### src/sv/tlrs_pkg.sv
// Shared types, widths and helpers for the threshold life row stencil.
// No dependencies; every other file imports this package.
package tlrs_pkg;

  localparam int ROW_W   = 64;
  localparam int CNT_W   = 7;
  localparam int TOTAL_W = 17;
  localparam int THR_W   = 4;
  localparam int COLS_W  = 7;
  localparam int NBR_W   = 4;   // holds a neighbor count 0..8
  localparam int PART_N  = ROW_W / 8;

  localparam logic [TOTAL_W-1:0] TOTAL_LIMIT = {TOTAL_W{1'b1}};

  // register select on paddr[2]
  localparam logic REG_THRESH = 1'b0;
  localparam logic REG_COLS   = 1'b1;

  localparam logic [THR_W-1:0]  THRESH_RST = 4'd3;
  localparam logic [COLS_W-1:0] COLS_RST   = 7'd64;

  // column bits a cell shows its neighbors: row above, middle row, incoming row
  typedef struct packed {
    logic up;
    logic mid;
    logic dn;
  } nbr_t;

  // per-beat control broadcast to every cell
  typedef struct packed {
    logic [THR_W-1:0] thr;
    logic             take;
    logic             last;
  } cell_ctl_t;

  function automatic logic [3:0] pop8(input logic [7:0] v);
    logic [3:0] n;
    n = '0;
    for (int i = 0; i < 8; i++) begin
      n = n + {3'b000, v[i]};
    end
    return n;
  endfunction

endpackage

### src/sv/tlrs_cell.sv
// One column cell: holds this column's bits of the two stored rows and
// computes the column's next-generation bits. Depends on tlrs_pkg.
module tlrs_cell import tlrs_pkg::*; (
  input  logic      clk,
  input  logic      rst,
  input  cell_ctl_t ctl,
  input  logic      col_en,
  input  logic      in_bit,
  input  nbr_t      left,
  input  nbr_t      right,
  output nbr_t      own,
  output logic      res_a,
  output logic      res_b
);

  logic             above;
  logic             middle;
  logic [NBR_W-1:0] cnt_a;
  logic [NBR_W-1:0] cnt_b;

  assign own.up  = above  & col_en;
  assign own.mid = middle & col_en;
  assign own.dn  = in_bit & col_en;

  // row above / middle / incoming around this column
  assign cnt_a = NBR_W'(left.up)  + NBR_W'(own.up)  + NBR_W'(right.up)
               + NBR_W'(left.mid) + NBR_W'(right.mid)
               + NBR_W'(left.dn)  + NBR_W'(own.dn)  + NBR_W'(right.dn);

  // last row: middle moves up, incoming is the middle, dead row below
  assign cnt_b = NBR_W'(left.mid) + NBR_W'(own.mid) + NBR_W'(right.mid)
               + NBR_W'(left.dn)  + NBR_W'(right.dn);

  // the middle row moves up as stored; the width in force masks it at use
  always_ff @(posedge clk) begin
    if (rst) begin
      above  <= 1'b0;
      middle <= 1'b0;
    end else if (ctl.take) begin
      above  <= ctl.last ? 1'b0 : middle;
      middle <= ctl.last ? 1'b0 : own.dn;
    end
  end

  always_ff @(posedge clk) begin
    if (ctl.take) begin
      res_a <= col_en & (cnt_a >= ctl.thr);
      res_b <= col_en & (cnt_b >= ctl.thr);
    end
  end

endmodule

### src/sv/tlrs_tally.sv
// Two-stage result tally: byte popcounts, then row count, saturating frame
// total and the output register. Depends on tlrs_pkg.
module tlrs_tally import tlrs_pkg::*; #(
  parameter int FRAME_CAP = 65536
) (
  input  logic               clk,
  input  logic               rst,
  input  logic               in_valid,
  output logic               in_ready,
  input  logic [ROW_W-1:0]   in_row,
  input  logic               in_last,
  output logic               out_valid,
  input  logic               out_ready,
  output logic [ROW_W-1:0]   out_row,
  output logic [CNT_W-1:0]   out_count,
  output logic [TOTAL_W-1:0] out_total,
  output logic               out_last
);

  localparam logic [TOTAL_W:0] CAP = (TOTAL_W+1)'(FRAME_CAP);

  logic               s1_valid;
  logic [ROW_W-1:0]   s1_row;
  logic               s1_last;
  logic [3:0]         s1_part [PART_N];
  logic               s2_load;
  logic [CNT_W-1:0]   row_cnt;
  logic [TOTAL_W:0]   sum;
  logic [TOTAL_W-1:0] total;
  logic [TOTAL_W-1:0] total_next;

  assign s2_load  = !out_valid || out_ready;
  assign in_ready = !s1_valid || s2_load;

  always_ff @(posedge clk) begin
    if (rst) begin
      s1_valid <= 1'b0;
    end else if (in_ready) begin
      s1_valid <= in_valid;
    end
  end

  always_ff @(posedge clk) begin
    if (in_ready && in_valid) begin
      s1_row  <= in_row;
      s1_last <= in_last;
      for (int k = 0; k < PART_N; k++) begin
        s1_part[k] <= pop8(in_row[8*k +: 8]);
      end
    end
  end

  always_comb begin
    row_cnt = '0;
    for (int k = 0; k < PART_N; k++) begin
      row_cnt = row_cnt + CNT_W'(s1_part[k]);
    end
    sum        = {1'b0, total} + (TOTAL_W+1)'(row_cnt);
    total_next = (sum > CAP) ? CAP[TOTAL_W-1:0] : sum[TOTAL_W-1:0];
  end

  always_ff @(posedge clk) begin
    if (rst) begin
      out_valid <= 1'b0;
      total     <= '0;
    end else if (s2_load) begin
      out_valid <= s1_valid;
      if (s1_valid) begin
        total <= s1_last ? '0 : total_next;
      end
    end
  end

  always_ff @(posedge clk) begin
    if (s2_load && s1_valid) begin
      out_row   <= s1_row;
      out_count <= row_cnt;
      out_total <= total_next;
      out_last  <= s1_last;
    end
  end

endmodule

### src/sv/threshold_life_row_stencil.sv
// Top level of the threshold life row stencil: column cell chain, result
// staging, tally pipeline and APB registers. Depends on tlrs_pkg, tlrs_cell, tlrs_tally.
//
// Streams one grid row per input beat (bit c = column c) and returns rows of
// the next generation: a cell lives when at least live_threshold of its eight
// neighbors live; its own state is ignored and cells off the grid are dead.
// A row's result leaves once the row below it has arrived; the beat flagged
// tlast also flushes its own row against a dead row below, then the frame
// restarts. Results carry the row's live count and a frame total that
// saturates at min(MAX_COLS*MAX_ROWS, 131071). Rate: one input beat per
// cycle while each beat yields at most one result and the output is not
// stalled; the last row of a frame (after the first) yields two results and
// holds the input while both are staged, since the output side moves one
// beat per cycle at most. Results are registered in the cells, then in both
// tally stages. A row of MAX_COLS column cells holds the two stored rows;
// each cell exchanges its bits with both neighbors every cycle. Registers
// (APB, write when idle): 0x0 live_threshold (4 bits, reset 3), 0x4
// active_cols (7 bits, reset 64, values above MAX_COLS act as MAX_COLS).
module threshold_life_row_stencil import tlrs_pkg::*; #(
  parameter int MAX_COLS = 64,
  parameter int MAX_ROWS = 1024
) (
  input  logic        clk,
  input  logic        rst,
  // config port
  input  logic        psel,
  input  logic        penable,
  input  logic        pwrite,
  input  logic [2:0]  paddr,
  input  logic [31:0] pwdata,
  output logic [31:0] prdata,
  output logic        pready,
  // input stream
  input  logic        s_tvalid,
  output logic        s_tready,
  input  logic [63:0] s_tdata,   // [63:0] row_bits
  input  logic        s_tlast,   // last_row
  // output stream
  output logic        m_tvalid,
  input  logic        m_tready,
  output logic [87:0] m_tdata,   // [63:0] next_row, [70:64] row_live_count,
                                 // [87:71] frame_live_total
  output logic        m_tlast    // last_of_frame
);

  localparam int FRAME_PRODUCT = MAX_COLS * MAX_ROWS;
  localparam int FRAME_CAP = (FRAME_PRODUCT > int'(TOTAL_LIMIT)) ? int'(TOTAL_LIMIT)
                                                                  : FRAME_PRODUCT;

  logic [THR_W-1:0]  live_threshold;
  logic [COLS_W-1:0] active_cols;
  logic [COLS_W-1:0] eff_cols;
  logic              cfg_wr;

  logic              take;
  logic              mid_valid;
  logic              pend_a;   // result for the middle row waits
  logic              pend_b;   // flush result for the last row waits
  logic              pop;
  logic              tally_ready;
  logic [ROW_W-1:0]  row_a;
  logic [ROW_W-1:0]  row_b;
  cell_ctl_t         ctl;
  nbr_t              nbr [ROW_W];

  logic [ROW_W-1:0]   out_row;
  logic [CNT_W-1:0]   out_count;
  logic [TOTAL_W-1:0] out_total;

  // ---------------------------------------------------------------- config
  assign pready = 1'b1;
  assign cfg_wr = psel && penable && pwrite && pready;

  always_ff @(posedge clk) begin
    if (rst) begin
      live_threshold <= THRESH_RST;
      active_cols    <= COLS_RST;
    end else if (cfg_wr) begin
      case (paddr[2])
        REG_THRESH: live_threshold <= pwdata[THR_W-1:0];
        REG_COLS:   active_cols    <= pwdata[COLS_W-1:0];
        default:    ;
      endcase
    end
  end

  always_comb begin
    case (paddr[2])
      REG_THRESH: prdata = {{(32-THR_W){1'b0}}, live_threshold};
      REG_COLS:   prdata = {{(32-COLS_W){1'b0}}, active_cols};
      default:    prdata = '0;
    endcase
  end

  assign eff_cols = (active_cols > COLS_W'(MAX_COLS)) ? COLS_W'(MAX_COLS) : active_cols;

  // ------------------------------------------------------------- handshake
  // Staging holds up to two results; take a beat when it is empty or its one result drains this cycle.
  assign pop      = (pend_a || pend_b) && tally_ready;
  assign s_tready = (!pend_a && !pend_b) || ((pend_a ^ pend_b) && pop);
  assign take     = s_tvalid && s_tready;

  assign ctl.thr  = live_threshold;
  assign ctl.take = take;
  assign ctl.last = s_tlast;

  always_ff @(posedge clk) begin
    if (rst) begin
      mid_valid <= 1'b0;
      pend_a    <= 1'b0;
      pend_b    <= 1'b0;
    end else if (take) begin
      mid_valid <= !s_tlast;
      pend_a    <= mid_valid;
      pend_b    <= s_tlast;
    end else if (pop) begin
      if (pend_a) begin
        pend_a <= 1'b0;
      end else begin
        pend_b <= 1'b0;
      end
    end
  end

  // ------------------------------------------------------------ cell chain
  for (genvar c = 0; c < ROW_W; c++) begin : g_col
    if (c < MAX_COLS) begin : g_cell
      nbr_t left_n;
      nbr_t right_n;
      if (c == 0) begin : g_l0
        assign left_n = '0;
      end else begin : g_ln
        assign left_n = nbr[c-1];
      end
      if (c == MAX_COLS - 1) begin : g_r0
        assign right_n = '0;
      end else begin : g_rn
        assign right_n = nbr[c+1];
      end
      tlrs_cell u_cell (
        .clk    (clk),
        .rst    (rst),
        .ctl    (ctl),
        .col_en (COLS_W'(c) < eff_cols),
        .in_bit (s_tdata[c]),
        .left   (left_n),
        .right  (right_n),
        .own    (nbr[c]),
        .res_a  (row_a[c]),
        .res_b  (row_b[c])
      );
    end else begin : g_dead
      assign nbr[c]   = '0;
      assign row_a[c] = 1'b0;
      assign row_b[c] = 1'b0;
    end
  end

  // ----------------------------------------------------------------- tally
  tlrs_tally #(
    .FRAME_CAP (FRAME_CAP)
  ) u_tally (
    .clk       (clk),
    .rst       (rst),
    .in_valid  (pend_a || pend_b),
    .in_ready  (tally_ready),
    .in_row    (pend_a ? row_a : row_b),
    .in_last   (!pend_a),
    .out_valid (m_tvalid),
    .out_ready (m_tready),
    .out_row   (out_row),
    .out_count (out_count),
    .out_total (out_total),
    .out_last  (m_tlast)
  );

  assign m_tdata = {out_total, out_count, out_row};

  // ------------------------------------------------------------ assertions
  a_full_stall: assert property (@(posedge clk) disable iff (rst)
    (pend_a && pend_b) |-> !s_tready)
    else $error("input taken while two results staged");

  a_frame_end: assert property (@(posedge clk) disable iff (rst)
    (take && s_tlast) |=> (!mid_valid && pend_b))
    else $error("last row did not flush and restart the frame");

  a_middle_result: assert property (@(posedge clk) disable iff (rst)
    (take && mid_valid) |=> pend_a)
    else $error("middle row result lost");

  a_total_cap: assert property (@(posedge clk) disable iff (rst)
    m_tvalid |-> ({1'b0, out_total} <= (TOTAL_W+1)'(FRAME_CAP)))
    else $error("frame total above cap");

endmodule
### config.mk
export PLATFORM = sky130hd
export DESIGN_NAME = threshold_life_row_stencil
export DESIGN_NICKNAME = d
export VERILOG_FILES = /design/src/sv/tlrs_pkg.sv /design/src/sv/tlrs_cell.sv /design/src/sv/tlrs_tally.sv /design/src/sv/threshold_life_row_stencil.sv
export SDC_FILE = /design/constraint.sdc
export NUM_CORES = 2
export LEC_CHECK = 0
export BUFFER_PORTS_ARGS = -buffer_cell sky130_fd_sc_hd__buf_2
export CAP_MARGIN = 25
export CORE_AREA = 2 2 287 289
export DETAILED_ROUTE_END_ITERATION = 16
export DIE_AREA = 0 0 289 291
export PLACE_DENSITY = 0.81
export SLEW_MARGIN = 20
export SYNTH_ARGS = -nofsm -noshare
export SYNTH_HDL_FRONTEND = slang
export SYNTH_SLANG_ARGS = --single-unit
### constraint.sdc
create_clock -name clk -period 7.3 [get_ports clk]
set_clock_uncertainty 0.2 [all_clocks]
set_input_delay 1.095 -clock clk [delete_from_list [all_inputs] [get_ports clk]]
set_output_delay 1.095 -clock clk [all_outputs]
set_load 0.01 [all_outputs]
# Word-level counts from Yosys, hierarchy flattened
# Memory sizes are Yosys's and may differ from the RTL's.
# Cells that the tools add are included.
# classes
reduce_logical	21
n_mux	140
n_bitwise	322
n_eq_ne	1
order_cmp	194
addsub	756
# ops
cell	count
adder 4 x 1 -> 4 bit	614
greater-or-equal comparator 4 bit	128
AND 1 bit	320
adder 1 x 1 -> 2 bit	134
< comparator 6 x 7 -> 1 bit (first input constant)	32
2-to-1 mux 1 bit	135
< comparator 5 x 7 -> 1 bit (first input constant)	16
2-to-1 mux 64 bit	1
case mux 32 bit (2 select lines)	1
< comparator 4 x 7 -> 1 bit (first input constant)	8
adder 7 x 4 -> 7 bit	6
2-to-1 mux 17 bit	2
< comparator 3 x 7 -> 1 bit (first input constant)	4
adder 17 x 7 -> 18 bit	1
> comparator 18 x 17 -> 1 bit (second input constant)	1
< comparator 1 x 7 -> 1 bit (first input constant)	2
< comparator 2 x 7 -> 1 bit (first input constant)	2
AND reduction 2 bit	4
> comparator 7 bit (second input constant)	1
logical AND 1 bit	7
2-to-1 mux 7 bit	1
adder 4 x 4 -> 5 bit	1
logical NOT 1 bit	5
logical OR 1 bit	4
4 further kinds	4
# word_totals
ramBits	32
regBits	443
word_cells	1705
memories	1
out_inout_bits	124
# mem_list
memory	words	word_bits	rd	rd_clocked_by_memory_dff	write_ports	line_no	text
u_tally.s1_part	8	4	8	0	8	tlrs_tally.sv:25	logic [3:0] s1_part [PART_N];

# Depth between registers and ports, before layout
# depth
word_depth	13
ltp_mapped	27

# Cells and area by module
# Synthesis repeated with hierarchy kept, for this count alone.
# hier_totals
cells_unflattened	4763
hier_area_um2	47531.8
# modules_own_cells
mod	area_each_um2	instances	seq_area_each_um2	cells_per_inst
tlrs_cell	566.8	64	100.1	61
tlrs_tally	9103.7	1	5965.7	583
threshold_life_row_stencil	2153.3	1	280.3	276

# Worst setup path after synthesis
# No wires, ideal clock.
# synth_timing
path_type	register to register
start	register pend_a
end	register u_tally.s1_last (enable)
t_required_ns	6.515
arrival_time_ns	6.258
setup_time_ns	0.585
setup_slack_ns	0.257
stages_incl_launch_ff	7
cell_sequence	dfxtp_1 -> clkbuf_1 -> buf_1 -> buf_1 -> inv_1 -> ha_1 -> a21oi_1
# synth_via
elab_chain_len	2
# synth_rtl
item	line_no	text
from (decl)	threshold_life_row_stencil.sv:57	logic pend_a;
from (signal assigned)	threshold_life_row_stencil.sv:114	pend_a <= mid_valid;
logical OR 1 bit	n/a	
logical AND 1 bit	n/a	
named net pop	threshold_life_row_stencil.sv:59	logic pop;
to (signal assigned)	tlrs_tally.sv:46	s1_last <= in_last;
to (decl)	tlrs_tally.sv:24	logic s1_last;
# The timed path passes the listed nets, and every way through them passes these cells.
# A chain may end at the register's enable or synchronous reset.

==> impl_metrics.tcl <==
set metrics [dict create \
    status "finished, final reports clean" \
    synth_edf_count 314 \
    ys_ff_latch 475 \
    slowest_stage "fa_1" \
    crit_path_frequent_cell "fa_1" \
    drc 0 \
    r2r-start "u_tally.s1_part[0][0]$_DFFE_PP_" \
    fill_cells 6332 \
    holdPathStages 0 \
    powerDensity_nw_per_um2 271 \
    io_buffers 177 \
    htreeDepth 2 \
    synth-compound-area-share_pct 9.09 \
    maxSlewViolCount 0 \
    hold_path.class "flop to flop" \
    tightest_slew_ps 1070 \
    r2r_end "u_tally.total[10]$_SDFFE_PP0P_" \
    cp_num_buf_inv 3 \
    postRouteAntennaNets 0 \
    cts.clk_slew.worst_paths_ps 60 \
    cts_root_buf "clkbuf_16" \
    end_kind "flop" \
    crit_type "flop to flop" \
    synth.area.mux_share_pct 1.64 \
    crit_arrival_ps 7260 \
    ioPinCount 231 \
    vdd_drop_max_v 0.000868 \
    core-area_um2 81200 \
    synth_area_um2 46500 \
    dp_hpwl_mm 84.9 \
    hp-start "u_tally.s1_row[15]$_DFFE_PP_" \
    grt_max_degree 127 \
    cpPeakStageDelay_ps 540 \
    synth_simple_gate_area_share_pct 10.1 \
    syn_inst 4692 \
    cts_buffers 54 \
    drive_above_1_share_pct 7.88 \
    slew_headroom_pct 28.8 \
    overflow 0 \
    p_leak_nw 26.1 \
    die_area_um2 84100 \
    synthAdderAreaFrac_pct 40.2 \
    multi_input_area_um2 29400 \
    final_common_cell "inv_1" \
    synth_cell_types 66 \
    wirelength_mm 115 \
    ys_seq_area_share_pct 27.2 \
    num_vias 33200 \
    synthFlopType "edfxtp_1" \
    cp-start-kind "flop" \
    reg2regPathDepth 25 \
    yosysWarnings 0 \
    synth_top_family_by_area "adder cells" \
    setup_tns_ps 0 \
    hold-path-endpoint "u_tally.out_row[15]$_DFFE_PP_" \
    rsz0062_at_grt "no" \
    max_freq_mhz 145 \
    grt_use_total_pct 28.0 \
    std_cell_rows 105 \
    period_share_pct 94.6 \
    synth_xor_area_share_pct 1.67 \
    async_flop_share_pct 0 \
    cts_tree "done" \
    avgSynthCellArea_um2 9.92 \
    routedWlPerCell_um 19.3 \
    pre_cts_ws_ps 276 \
    reg2reg_slack_ps 400 \
    period_minus_slack_ps 6900 \
    grt_pass1_vias 35000 \
    cts.sinks 475 \
    cp_top_family "adder cells" \
    fin_ws_ps 395 \
    hold_viol_final 0 \
    crit_fanout 8 \
    initial_core_util_pct 57.3 \
    drt_pre_antenna_iters 5 \
    drv_cap 0 \
    synthToLayoutAreaGrowth_pct 8.74 \
    cp.required_ps 7650 \
    grt_pass1_wl_mm 184 \
    gp_congestion 0.906 \
    seq_area_um2 12700 \
    vias_per_cell 5.54 \
    die_h_um 291 \
    fp.dieW_um 289 \
    final_cell_mix "1071 x inv_1, 808 x ha_1, 430 x fa_1, 314 x edfxtp_1, 304 x nand2_1" \
    cts_buffer_depth 3 \
    clock_latency_ps 640 \
    finalSetupViolCount 0 \
    drtIter0Drc 2196 \
    antenna_found_initial 5 \
    nNetsFinal 6211 \
]
[registers in the layout (all words and copies together), names as in the netlist]
| name | flops |
|---|---|
| g_col.g_cell.u_cell.res_a | 64 |
| pend_a | 1 |
| mid_valid | 1 |
| active_cols | 7 |
| u_tally.total | 17 |
| u_tally.out_row | 64 |
| g_col.g_cell.u_cell.middle | 64 |
| u_tally.out_total | 17 |
| live_threshold | 4 |
| g_col.g_cell.u_cell.above | 64 |
| u_tally.s1_last | 1 |
| u_tally.s1_valid | 1 |
| u_tally.out_valid | 1 |
| u_tally.s1_row | 64 |
| pend_b | 1 |
| u_tally.s1_part | 32 |
| g_col.g_cell.u_cell.res_b | 64 |
| u_tally.out_last | 1 |
| u_tally.out_count | 7 |
[worst max path at each step]
stage                                          from                              to  slack [ps]  depth (start not counted)
floorplan                       pend_a$_SDFFE_PP0P_       u_tally.s1_last$_DFFE_PP_         260                          6
global placement    u_tally.s1_part[0][0]$_DFFE_PP_  u_tally.total[13]$_SDFFE_PP0P_         350                         24
detailed placement  u_tally.s1_part[0][0]$_DFFE_PP_  u_tally.total[11]$_SDFFE_PP0P_         280                         24
CTS                 u_tally.s1_part[0][0]$_DFFE_PP_  u_tally.total[11]$_SDFFE_PP0P_         240                         24
global route        u_tally.s1_part[0][0]$_DFFE_PP_  u_tally.total[10]$_SDFFE_PP0P_          30                         25
finish              u_tally.s1_part[0][0]$_DFFE_PP_  u_tally.total[10]$_SDFFE_PP0P_         400                         25
[through the flow]
step	instance area, µm²	util, %	hold slack [ps]	std cells	total power [mW]
final	50600	62.3	210	5983	13.7
after global routing	50600	62.3	213	5980	14.9
after CTS	50500	62.2	211	5975	13.7
after detailed placement	48600	59.9	205	5874	10.8
after global placement	48600	59.9	200	5874	10.4
after floorplan	46600	-	200	4716	9.15
[where the power goes]
part	switching (mW)	internal (mW)
registers	0.128	3.60
logic	4.12	2.94
clock network	1.22	1.71
total	5.47	8.25
[synth_stat cells (4+ instances only)]
master / n / area (µm²)
or3_1: 4 / 25.0
and2_1: 19 / 119
a21oi_1: 292 / 1460
nor2_1: 182 / 683
a22oi_1: 31 / 233
o21ai_1: 7 / 35.0
nand4_1: 5 / 31.3
mux2_2: 33 / 372
ha_1: 809 / 10100
a21o_1: 205 / 1540
buf_1: 14 / 52.6
fa_1: 430 / 8610
a31oi_1: 6 / 37.5
clkbuf_1: 83 / 312
mux2i_1: 39 / 390
nand2_1: 305 / 1140
a32o_1: 4 / 40.0
nand3b_1: 68 / 510
nor3_1: 94 / 470
inv_1: 1075 / 4040
buf_2: 4 / 20.0
nor3b_1: 6 / 45.0
or2_2: 8 / 50.1
nand2b_1: 136 / 851
edfxtp_1: 314 / 9430
nor2b_1: 92 / 576
a211oi_1: 12 / 90.1
xor2_1: 6 / 52.6
o21ai_0: 21 / 105
dfxtp_1: 161 / 3220
buf_4: 29 / 218
xnor2_1: 81 / 709
nor4_1: 6 / 37.5
nand3_1: 9 / 45.0
o21a_1: 63 / 473
[kinds of logic after synthesis]
group,after synthesis
xor gates and xnor gates,88
and+or+nand+nor,948
other,2
AOI/OAI and AO/OA,660
muxes,72
DFF,475
buffers and inverters,1208
adders and majority gates,1239
[layout make-up]
class,instances,area share (%)
repair buffers,225,2.63
flip-flops and latches,475,25.0
inverters,1076,8.01
clock inverters,36,0.781
clock buffers,65,2.90
diodes,3,0.0148
multi-input cells,3033,58.0
well taps,1070,2.65
[repair_timing]
item                       4_1_cts  5_1_grt
gates resized for setup          0        3
buffers inserted                 0        2
hold buffers                     0        0
setup endpoints to repair        0       21
[metal layers]
layer	routed length [µm]	global-route usage, %
met5	39	0
met4	6010	13.4
met1	45100	35.0
met3	9800	5.72
met2	54400	46.2
No activity file was read; power rests on OpenSTA's default activity.
